**src/sv/sarm_pkg.sv**
```systemverilog
`timescale 1ns / 1ps
// Shared types, constants and the saturating adder for the audio router/mixer.
// No dependencies; imported by every other file of the block but sarm_ram.
package sarm_pkg;

	localparam int NUM_CHANNELS  = 16;
	localparam int BLOCK_SAMPLES = 128;
	localparam int CH_W          = 4;
	localparam int POS_W         = $clog2(BLOCK_SAMPLES);
	localparam int SMP_W         = 16;
	localparam int CFG_W         = 16;
	localparam int CFG_IDX_W     = 2;

	typedef enum logic [CFG_IDX_W-1:0] {
		CFG_BOARD_ROUTE  = 2'd0,
		CFG_BOARD_SELECT = 2'd1,
		CFG_MON_ROUTE    = 2'd2
	} cfg_idx_t;

	typedef struct packed {
		logic [CFG_W-1:0] board_route;
		logic [CFG_W-1:0] board_select;
		logic [CFG_W-1:0] monitor_route;
	} cfg_t;

	// One accumulator entry: the three bus sums of one sample position.
	typedef struct packed {
		logic signed [SMP_W-1:0] monitor;
		logic signed [SMP_W-1:0] board1;
		logic signed [SMP_W-1:0] board0;
	} acc_t;

	localparam int ACC_W = $bits(acc_t);

	function automatic logic signed [SMP_W-1:0] sat_add(
		input logic signed [SMP_W-1:0] a,
		input logic signed [SMP_W-1:0] b
	);
		logic signed [SMP_W:0] sum;
		logic signed [SMP_W-1:0] res;
		sum = {a[SMP_W-1], a} + {b[SMP_W-1], b};
		if (sum[SMP_W] != sum[SMP_W-1]) begin
			res = sum[SMP_W] ? {1'b1, {(SMP_W-1){1'b0}}} : {1'b0, {(SMP_W-1){1'b1}}};
		end else begin
			res = sum[SMP_W-1:0];
		end
		return res;
	endfunction

endpackage

```
**src/sv/sarm_mix.sv**
```systemverilog
`timescale 1ns / 1ps
// Routing decode and saturating adds of one sample onto one accumulator entry.
// Depends on sarm_pkg.
module sarm_mix (
	input  sarm_pkg::cfg_t                         cfg,
	input  logic [sarm_pkg::CH_W-1:0]              channel,
	input  logic signed [sarm_pkg::SMP_W-1:0]      sample,
	input  logic                                   present,
	input  sarm_pkg::acc_t                         acc_in,
	output sarm_pkg::acc_t                         acc_out
);
	import sarm_pkg::*;

	logic hit;
	logic to_board;
	logic to_monitor;

	always_comb begin
		hit        = present && ({1'b0, channel} < (CH_W + 1)'(NUM_CHANNELS));
		to_board   = hit && cfg.board_route[channel];
		to_monitor = hit && cfg.monitor_route[channel];
		acc_out    = acc_in;
		if (to_board) begin
			if (cfg.board_select[channel]) begin
				acc_out.board1 = sat_add(acc_in.board1, sample);
			end else begin
				acc_out.board0 = sat_add(acc_in.board0, sample);
			end
		end
		if (to_monitor) begin
			acc_out.monitor = sat_add(acc_in.monitor, sample);
		end
	end

endmodule

```
**config.mk**
```make
export PLATFORM = sky130hd
export DESIGN_NAME = sarm_mix
export DESIGN_NICKNAME = d
export VERILOG_FILES = /design/src/sv/sarm_pkg.sv /design/src/sv/sarm_mix.sv
export SDC_FILE = /design/constraint.sdc
export NUM_CORES = 1
export LEC_CHECK = 0
export BUFFER_PORTS_ARGS = -buffer_cell sky130_fd_sc_hd__buf_4
export CAP_MARGIN = 20
export CORE_MARGIN = 2
export CORE_UTILIZATION = 50
export DETAILED_ROUTE_END_ITERATION = 8
export PLACE_DENSITY = 0.85
export SYNTH_ARGS = -nofsm -noshare
export SYNTH_HDL_FRONTEND = slang
export SYNTH_SLANG_ARGS = --single-unit
```
**constraint.sdc**
```tcl
create_clock -name vclk -period 4
set_input_delay 0.4 -clock vclk [all_inputs]
set_output_delay 0.4 -clock vclk [all_outputs]
set_load 0.02 [all_outputs]
```
==> flow_metrics.tcl, run 1 <==
set metrics [dict create \
    status "completed" \
    coreArea_mm2 0.00679 \
    io_pins 165 \
    first_pass_iters 5 \
    synthesis.area_mm2 0.00350 \
    seq_cells 0 \
    antenna_left 0 \
    rows 30 \
    seq_area_frac_synth 0 \
    synth-compound-area-share 0.322 \
    critPathSlowestCell "or3b_2" \
    hold_viol 0 \
    portBuffers 165 \
    critPathLaunchType "primary input" \
    wl_per_cell_um 16.2 \
    area_growth_pct 40.1 \
    drive_above_1_share 0.367 \
    yosys-top-cells-area "ha_1 18%, nor2_1 6.3%, xnor2_1 6.0%" \
    grt_use_total 0.290 \
    antennaDiodeCount 0 \
    max_stage_delay_ns 0.49 \
    synthMuxAreaShare 0.111 \
    synth_cell_types 61 \
    min-delay-path-class "in2out" \
    critPathKind "in2out" \
    cp_max_fo 4 \
    dp.cells 732 \
    fillCellCount 561 \
    totalWireLength_mm 11.9 \
    regArea_um2 0 \
    hold_depth 4 \
    critPathLaunch "sample[1]" \
    overflow 0 \
    fin_util 0.721 \
    placed_area_mm2 0.00482 \
    post-route-period-util 0.980 \
    dieArea_mm2 0.00768 \
    yosys.area.top_type "ha_1" \
    grt_max_degree 29 \
    synth_top_family_by_area "compound AO/OA/AOI/OAI gates" \
    final_nets 812 \
    powerDensity_mw_per_mm2 206 \
    gp_congestion 0.949 \
    relSlewSlack 0.559 \
    maxSlewViolCount 0 \
    antenna_found_initial 0 \
    dpl.hpwl_mm 10.1 \
    grt_setup_unrepaired "true" \
    remaining_drc_errors 0 \
    final_area_mm2 0.00490 \
    whs_endpoint "acc_out[25]" \
    syn_avg_cell_area_um2 7.38 \
    max_freq_mhz 255 \
    synth_top_area_share 0.179 \
    worstMarginPinSlew_ns 0.660 \
    worstPathCellList "buf_4 > ha_1 > a21o_1 > a21o_1 > a2111oi_4 > nor4_2 > o21ai_1 > a211oi_2 > o21ai_1 > nand2b_1 > xor2_1 > ha_1 > or3b_2 > a31oi_2 > buf_4" \
    syn_nets 644 \
    fp.dieH_um 87.6 \
    cap_viol_max_count 0 \
    cp_data_required_time_ns 3.60 \
    synthAdderAreaFrac 0.199 \
    nClkBuffers 0 \
    crit_path_end_kind "output port" \
    drt_iter0_markers 215 \
    ys.warnings.count 0 \
    post_synth_and_or_nand_nor_area_fraction 0.237 \
    vias 4257 \
    final_cells 736 \
    grt_pass1_wl_mm 18.3 \
    die_w_um 87.6 \
    ir_drop_uv 140 \
    min_from "acc_in[25]" \
    setup_viol 0 \
    grt_pass1_vias 4013 \
    start_util 0.515 \
    finalCriticalPeriod_ns 3.92 \
    crit_arrival_ns 3.52 \
    synth_xor_area_frac 0.0776 \
    routed_via_density 5.78 \
    power_leakage_nw 2.37 \
    synthesis.instances 474 \
]
[critical path: cells and delay by family]
kind                     cells  cell delay [ns]
AO/OA/AOI/OAI                7             1.40
XOR/XNOR                     1             0.15
adder cells (fa/ha/maj)      2             0.59
buffers and inverters        2             0.28
AND/OR/NAND/NOR              3             0.69
[layer usage]
layer	global-route usage	vias up	routed length [µm]
met5	0	-	0
met4	0.0350	0	136
met3	0.0226	18	742
met2	0.545	188	5980
met1	0.371	1960	5040
li1	-	2091	-
[cell type report]
cell class	instances	area, µm²	share of cell area
multi-input cells	442	3350	0.684
repair buffers	181	1360	0.278
inverters	17	63.8	0.0130
well taps	96	120	0.0245
[cells in the final DEF (no fill, tap or decap), types with 6 or more instances in the layout]
cell type,instances
a21o_1,10
a21oi_1,38
buf_4,180
ha_1,50
inv_1,17
mux4_2,9
nand2_1,53
nand2b_1,16
nand3_1,6
nor2_1,59
nor2b_1,11
nor3_1,9
o211ai_1,11
o21a_1,18
o21ai_0,22
o21ai_2,20
xnor2_1,24
xor2_1,7
[power breakdown]
group	switching [W]	leakage [nW]	internal, W
Sequential	0	0	0
Combinational	0.000546	2.37	0.000462
Clock	0	0	0
[cells by family after synthesis]
family | after synthesis
multiplexers | 19
buffers and inverters | 32
AND/OR/NAND/NOR | 178
adder cells (fa/ha/maj) | 54
AO/OA/AOI/OAI | 160
XOR/XNOR | 31
[synth_stat cells, types with 2 or more instances]
library cell	number
nand2b_1	16
o21bai_1	4
nor3_1	9
nand2_2	2
or3_1	3
nor2_1	59
a311o_1	2
o31ai_1	4
buf_2	3
nand4_1	2
o21ai_2	20
xor2_1	7
o21ai_1	4
fa_1	3
buf_6	4
nor3b_1	2
xnor2_1	24
and2_1	3
mux2_2	4
o21ai_0	23
a211oi_2	2
a211oi_1	4
mux4_2	9
buf_4	4
o211ai_1	11
clkbuf_1	3
ha_1	50
nand3_1	6
nor2b_1	12
or2_2	2
nor4_1	2
nand2_1	53
inv_1	17
a21o_1	10
and3_1	3
a21boi_1	2
mux4_1	5
a21oi_1	38
a31oi_1	4
o21a_1	18
[worst max path at each step]
stage	endpoint	slack, ns	cells past startpoint
after detailed placement	acc_out[4]	-0.05	15
final	acc_out[4]	0.08	15
after global placement	acc_out[4]	0.04	15
after floorplan	acc_out[4]	0.14	13
after CTS	acc_out[4]	0.005	15
after global routing	acc_out[4]	-0.05	15
[repair_timing]
item	CTS	global route
endpoints found under the setup margin	2	15
pin swaps	1	9
hold buffers	0	0
gates resized for setup	3	6
setup buffers	0	4
[stage by stage]
step / setup slack (ns) / power, W / hold slack, ns / TNS (ns)
floorplan: 0.145 / 0.000645 / 0.940 / 0
global placement: 0.0409 / 0.000954 / 1.11 / 0
detailed placement: -0.0511 / 0.000974 / 1.11 / -0.0511
CTS: 0.00521 / 0.000985 / 1.11 / 0
global route: -0.0490 / 0.00109 / 1.12 / -0.0882
finish: 0.0799 / 0.00101 / 1.11 / 0
No activity file was read; power rests on OpenSTA's default activity.
==> run 2: changes to the inputs <==
CORE_ASPECT_RATIO = 1.4   (was default)
SLEW_MARGIN = 0   (was default)
==> run 2 against run 1 <==
Compared with the run above:
- first-iteration DRC count is 21% lower
- sequential share of layout area unchanged
- wire length down 1.5%
- critical path type unchanged
- power up 0.33%
- critical endpoint unchanged
- highest routed layer unchanged
- clock-buffer cell count unchanged
- via count is 0.14% lower
- die area up 0.13%
- utilization decreased by 0.99 points
==> flow_metrics.tcl, run 2 (synthesized netlist as in run 1, its figures left out) <==
set metrics [dict create \
    start_util 0.507 \
    fin_hold_ws_ns 1.11 \
    fp.dieH_um 103 \
    wl_per_cell_um 16.0 \
    cp_data_required_time_ns 3.60 \
    vias 4251 \
    coreArea_mm2 0.00689 \
    setup_tns_ns 0 \
    relSlewSlack 0.627 \
    power_leakage_nw 2.36 \
    comb_power_share 1.000 \
    totalWireLength_mm 11.7 \
    drive_above_1_share 0.366 \
    gp_congestion 0.904 \
    netSwitchingPower_w 0.000544 \
    hold_depth 4 \
    min_from "acc_in[45]" \
    remaining_drc_errors 0 \
    status "completed" \
    max_freq_mhz 262 \
    first_pass_iters 5 \
    grt_use_total 0.287 \
    hold_viol 0 \
    finalCriticalPeriod_ns 3.81 \
    whs_endpoint "acc_out[45]" \
    crit_arrival_ns 3.41 \
    io_pins 165 \
    area_growth_pct 40.2 \
    min-delay-path-class "in2out" \
    antenna_found_initial 0 \
    overflow 0 \
    ir_drop_uv 101 \
    critPathKind "in2out" \
    drt_iter0_markers 170 \
    post-route-period-util 0.953 \
    cap_viol_max_count 0 \
    antenna_left 0 \
    rows 36 \
    intPower_w 0.000467 \
    final_cells 732 \
    finalPower_w 0.00101 \
    grt_pass1_vias 4157 \
    p_sw_frac 0.538 \
    critPathLaunchType "primary input" \
    maxSlewViolCount 0 \
    fin_util 0.712 \
    final_nets 809 \
    layout_commonest_cell "buf_4" \
    seq_cells 0 \
    fillCellCount 621 \
    clkPwrFrac 0 \
    routed_via_density 5.81 \
    die_w_um 74.7 \
    regArea_um2 0 \
    dieArea_mm2 0.00769 \
    grt_max_degree 28 \
    final_cell_mix "175 x buf_4, 59 x nor2_1, 53 x nand2_1, 48 x ha_1, 36 x a21oi_1" \
    antennaDiodeCount 0 \
    seq_power_share 0 \
    portBuffers 165 \
    cp_max_fo 4 \
    powerDensity_mw_per_mm2 206 \
    worstMarginPinSlew_ns 0.558 \
    crit_path_end_kind "output port" \
    setup_viol 0 \
    nClkBuffers 0 \
    grt_pass1_wl_mm 17.7 \
    dp.cells 729 \
    dpl.hpwl_mm 10.0 \
]
## run 2: cell count changes in the layout (fill, tap and decap cells not counted), moves of 2 or more
cell,previous run,this run
buf_4,180,175
ha_1,50,48
a21oi_1,38,36
buf_6,1,3
## run 2: power by group through the flow
stage               clock network [W]  registers (W)  logic, W
finish                              0              0   0.00101
global route                        0              0   0.00110
CTS                                 0              0  0.000980
detailed placement                  0              0  0.000973
global placement                    0              0  0.000945
floorplan                           0              0  0.000645
## run 2: how the worst max path moves through the flow
stage	startpoint	endpoint	slack [ns]	cells after the start
after floorplan	sample[1]	acc_out[4]	0.14	13
after global placement	sample[1]	acc_out[4]	0.09	15
after detailed placement	sample[1]	acc_out[12]	-0.04	18
after CTS	sample[1]	acc_out[12]	0.02	18
after global routing	sample[2]	acc_out[12]	-0.01	17
final	sample[2]	acc_out[4]	0.19	14
## run 2: routing by layer
layer / vias up / track usage / share of wire
li1: 2088 / - / -
met3: 35 / 0.0166 / 0.058
met1: 1916 / 0.306 / 0.35
met5: - / 0 / 0
met4: 0 / 0.103 / 0.045
met2: 212 / 0.572 / 0.55
## run 2: area by class of cell
class                      count  area, µm²  area share
inverter                      17       63.8      0.0130
timing repair buffer         178       1350       0.275
multi-input combinational    442       3370       0.688
tap                           95        119      0.0242
## run 2: stage by stage
step	worst slack, ns	cell area, µm²
after floorplan	0.145	3500
after global placement	0.0860	4810
after detailed placement	-0.0434	4810
after CTS	0.0230	4820
after global routing	-0.0132	4900
final	0.187	4900
## run 2: timing repair
action                                  in CTS  in global routing
gates cloned                                 0                  0
hold buffers                                 0                  0
buffers inserted                             0                  3
gates resized for setup                      3                 11
pin swaps                                    1                  9
endpoints found under the setup margin       2                  6
## run 2: worst max-delay path, stage by stage
cell and delay, ns:
buf_4 0.14, ha_1 0.33, a21o_1 0.23, a2111oi_4 0.34, nor4_2 0.06, o21ai_1 0.22, a211oi_2 0.12, o21ai_1 0.15
nand2b_1 0.10, xor2_1 0.15, ha_1 0.36, or3b_2 0.48, a31oi_1 0.18, buf_4 0.16
==> run 3: changes to the inputs <==
CELL_PAD_IN_SITES_DETAIL_PLACEMENT = 0   (was default)
CELL_PAD_IN_SITES_GLOBAL_PLACEMENT = 1   (was default)
CORE_MARGIN = default   (was 2)
CORE_UTILIZATION = 34   (was 50)
PLACE_DENSITY = 0.82   (was 0.85)
==> run 3 against run 2 <==
Compared with the run above:
- combinational power is essentially flat
- setup slack got worse by 0.059 ns
- largest power group unchanged
- critical path depth is 4 higher
==> flow_metrics.tcl, run 3 (synthesized netlist as in run 1, its figures left out) <==
set metrics [dict create \
    cp_max_fo 7 \
    portBuffers 165 \
    routed_via_density 5.33 \
    finalCriticalPeriod_ns 3.87 \
    grt_max_degree 29 \
    gp_congestion 0.898 \
    seq_cells 0 \
    final_nets 815 \
    critPathKind "in2out" \
    intPower_w 0.000472 \
    overflow 0 \
    max_freq_mhz 258 \
    cap_viol_max_count 0 \
    worstMarginPinSlew_ns 0.593 \
    crit_arrival_ns 3.47 \
    cp_data_required_time_ns 3.60 \
    layout_commonest_cell "buf_4" \
    first_pass_iters 6 \
    maxSlewViolCount 0 \
    io_pins 165 \
    setup_viol 0 \
    ir_drop_uv 111 \
    hold_viol 0 \
    area_growth_pct 42.4 \
    final_cell_mix "182 x buf_4, 59 x nor2_1, 53 x nand2_1, 50 x ha_1, 36 x a21oi_1" \
    drive_above_1_share 0.372 \
    fin_hold_ws_ns 1.11 \
    post-route-period-util 0.968 \
    totalWireLength_mm 12.1 \
    start_util 0.351 \
    wl_per_cell_um 15.5 \
    remaining_drc_errors 0 \
    antenna_left 0 \
    comb_power_share 1.000 \
    grt_pass1_vias 4130 \
    critPathLaunchType "primary input" \
    regArea_um2 0 \
    status "completed" \
    setup_tns_ns 0 \
    cts_hold_buf 0 \
    crit_path_end_kind "output port" \
    dieArea_mm2 0.0107 \
    seq_power_share 0 \
    grt_use_total 0.222 \
    vias 4149 \
    power_leakage_nw 2.39 \
    relSlewSlack 0.604 \
    netSwitchingPower_w 0.000543 \
    grt_setup_unrepaired "true" \
    min-delay-path-class "in2out" \
    fp.dieH_um 122 \
    rows 43 \
    drt_iter0_markers 168 \
    clkPwrFrac 0 \
    antennaDiodeCount 0 \
    die_w_um 87.7 \
    p_sw_frac 0.535 \
    antenna_found_initial 0 \
    nClkBuffers 0 \
    final_cells 778 \
    grt_pass1_wl_mm 19.2 \
    dpl.hpwl_mm 10.5 \
    coreArea_mm2 0.00995 \
    dp.cells 776 \
    powerDensity_mw_per_mm2 204 \
]
[run 3: power groups by stage]
stage          clock network [W]  registers (W)  logic, W
5_1_grt                        0              0   0.00111
2_1_floorplan                  0              0  0.000645
4_1_cts                        0              0   0.00100
6_report                       0              0   0.00102
3_5_place_dp                   0              0  0.000992
3_3_place_gp                   0              0  0.000983
[run 3: path summary, 6_finish.rpt]
path	start	end	slack, ns	cells past startpoint
worst min-delay path	acc_in[24]	acc_out[24]	1.11	4
worst max-delay path	sample[1]	acc_out[12]	0.13	18
[run 3: critical path: stages]
cell and delay (ns):
buf_4 0.11, ha_1 0.28, a21o_1 0.17, a21o_1 0.19, a2111oi_4 0.34, nor4_2 0.09, o21ai_1 0.20, a211oi_2 0.10
o21ai_1 0.15, nand2b_1 0.10, xor2_1 0.15, ha_1 0.36, buf_6 0.17, a21oi_2 0.11, o41ai_2 0.08, o211ai_1 0.18
o21a_1 0.16, buf_6 0.11
[run 3: layout make-up]
cell class	count	area [µm²]
fill	1018	4970
inverter	17	63.8
multi-input combinational	442	3360
tap	135	169
timing repair buffer	184	1390
[run 3: layer usage]
layer | track usage | wire length (µm) | vias to the layer above
met1 | 0.265 | 4870 | 1917
li1 | - | - | 2100
met2 | 0.425 | 6440 | 114
met5 | 0 | 0 | -
met3 | 0.0196 | 534 | 18
met4 | 0.0379 | 229 | 0
[run 3: through the flow]
| step | area [µm²] | util | total power, W | setup WS (ns) |
|---|---|---|---|---|
| finish | 4980 | 0.500 | 0.00102 | 0.128 |
| global route | 4980 | 0.500 | 0.00111 | -0.0832 |
| CTS | 4930 | 0.495 | 0.00100 | 0.00606 |
| detailed placement | 4910 | 0.493 | 0.000992 | -0.0126 |
| global placement | 4910 | 0.493 | 0.000983 | 0.0492 |
| floorplan | 3500 | - | 0.000645 | 0.145 |
[run 3: timing repair]
action / 4_1_cts / 5_1_grt
pin swaps: 0 / 11
buffers inserted: 0 / 2
gates resized for setup: 2 / 10
endpoints found under the setup margin: 1 / 13
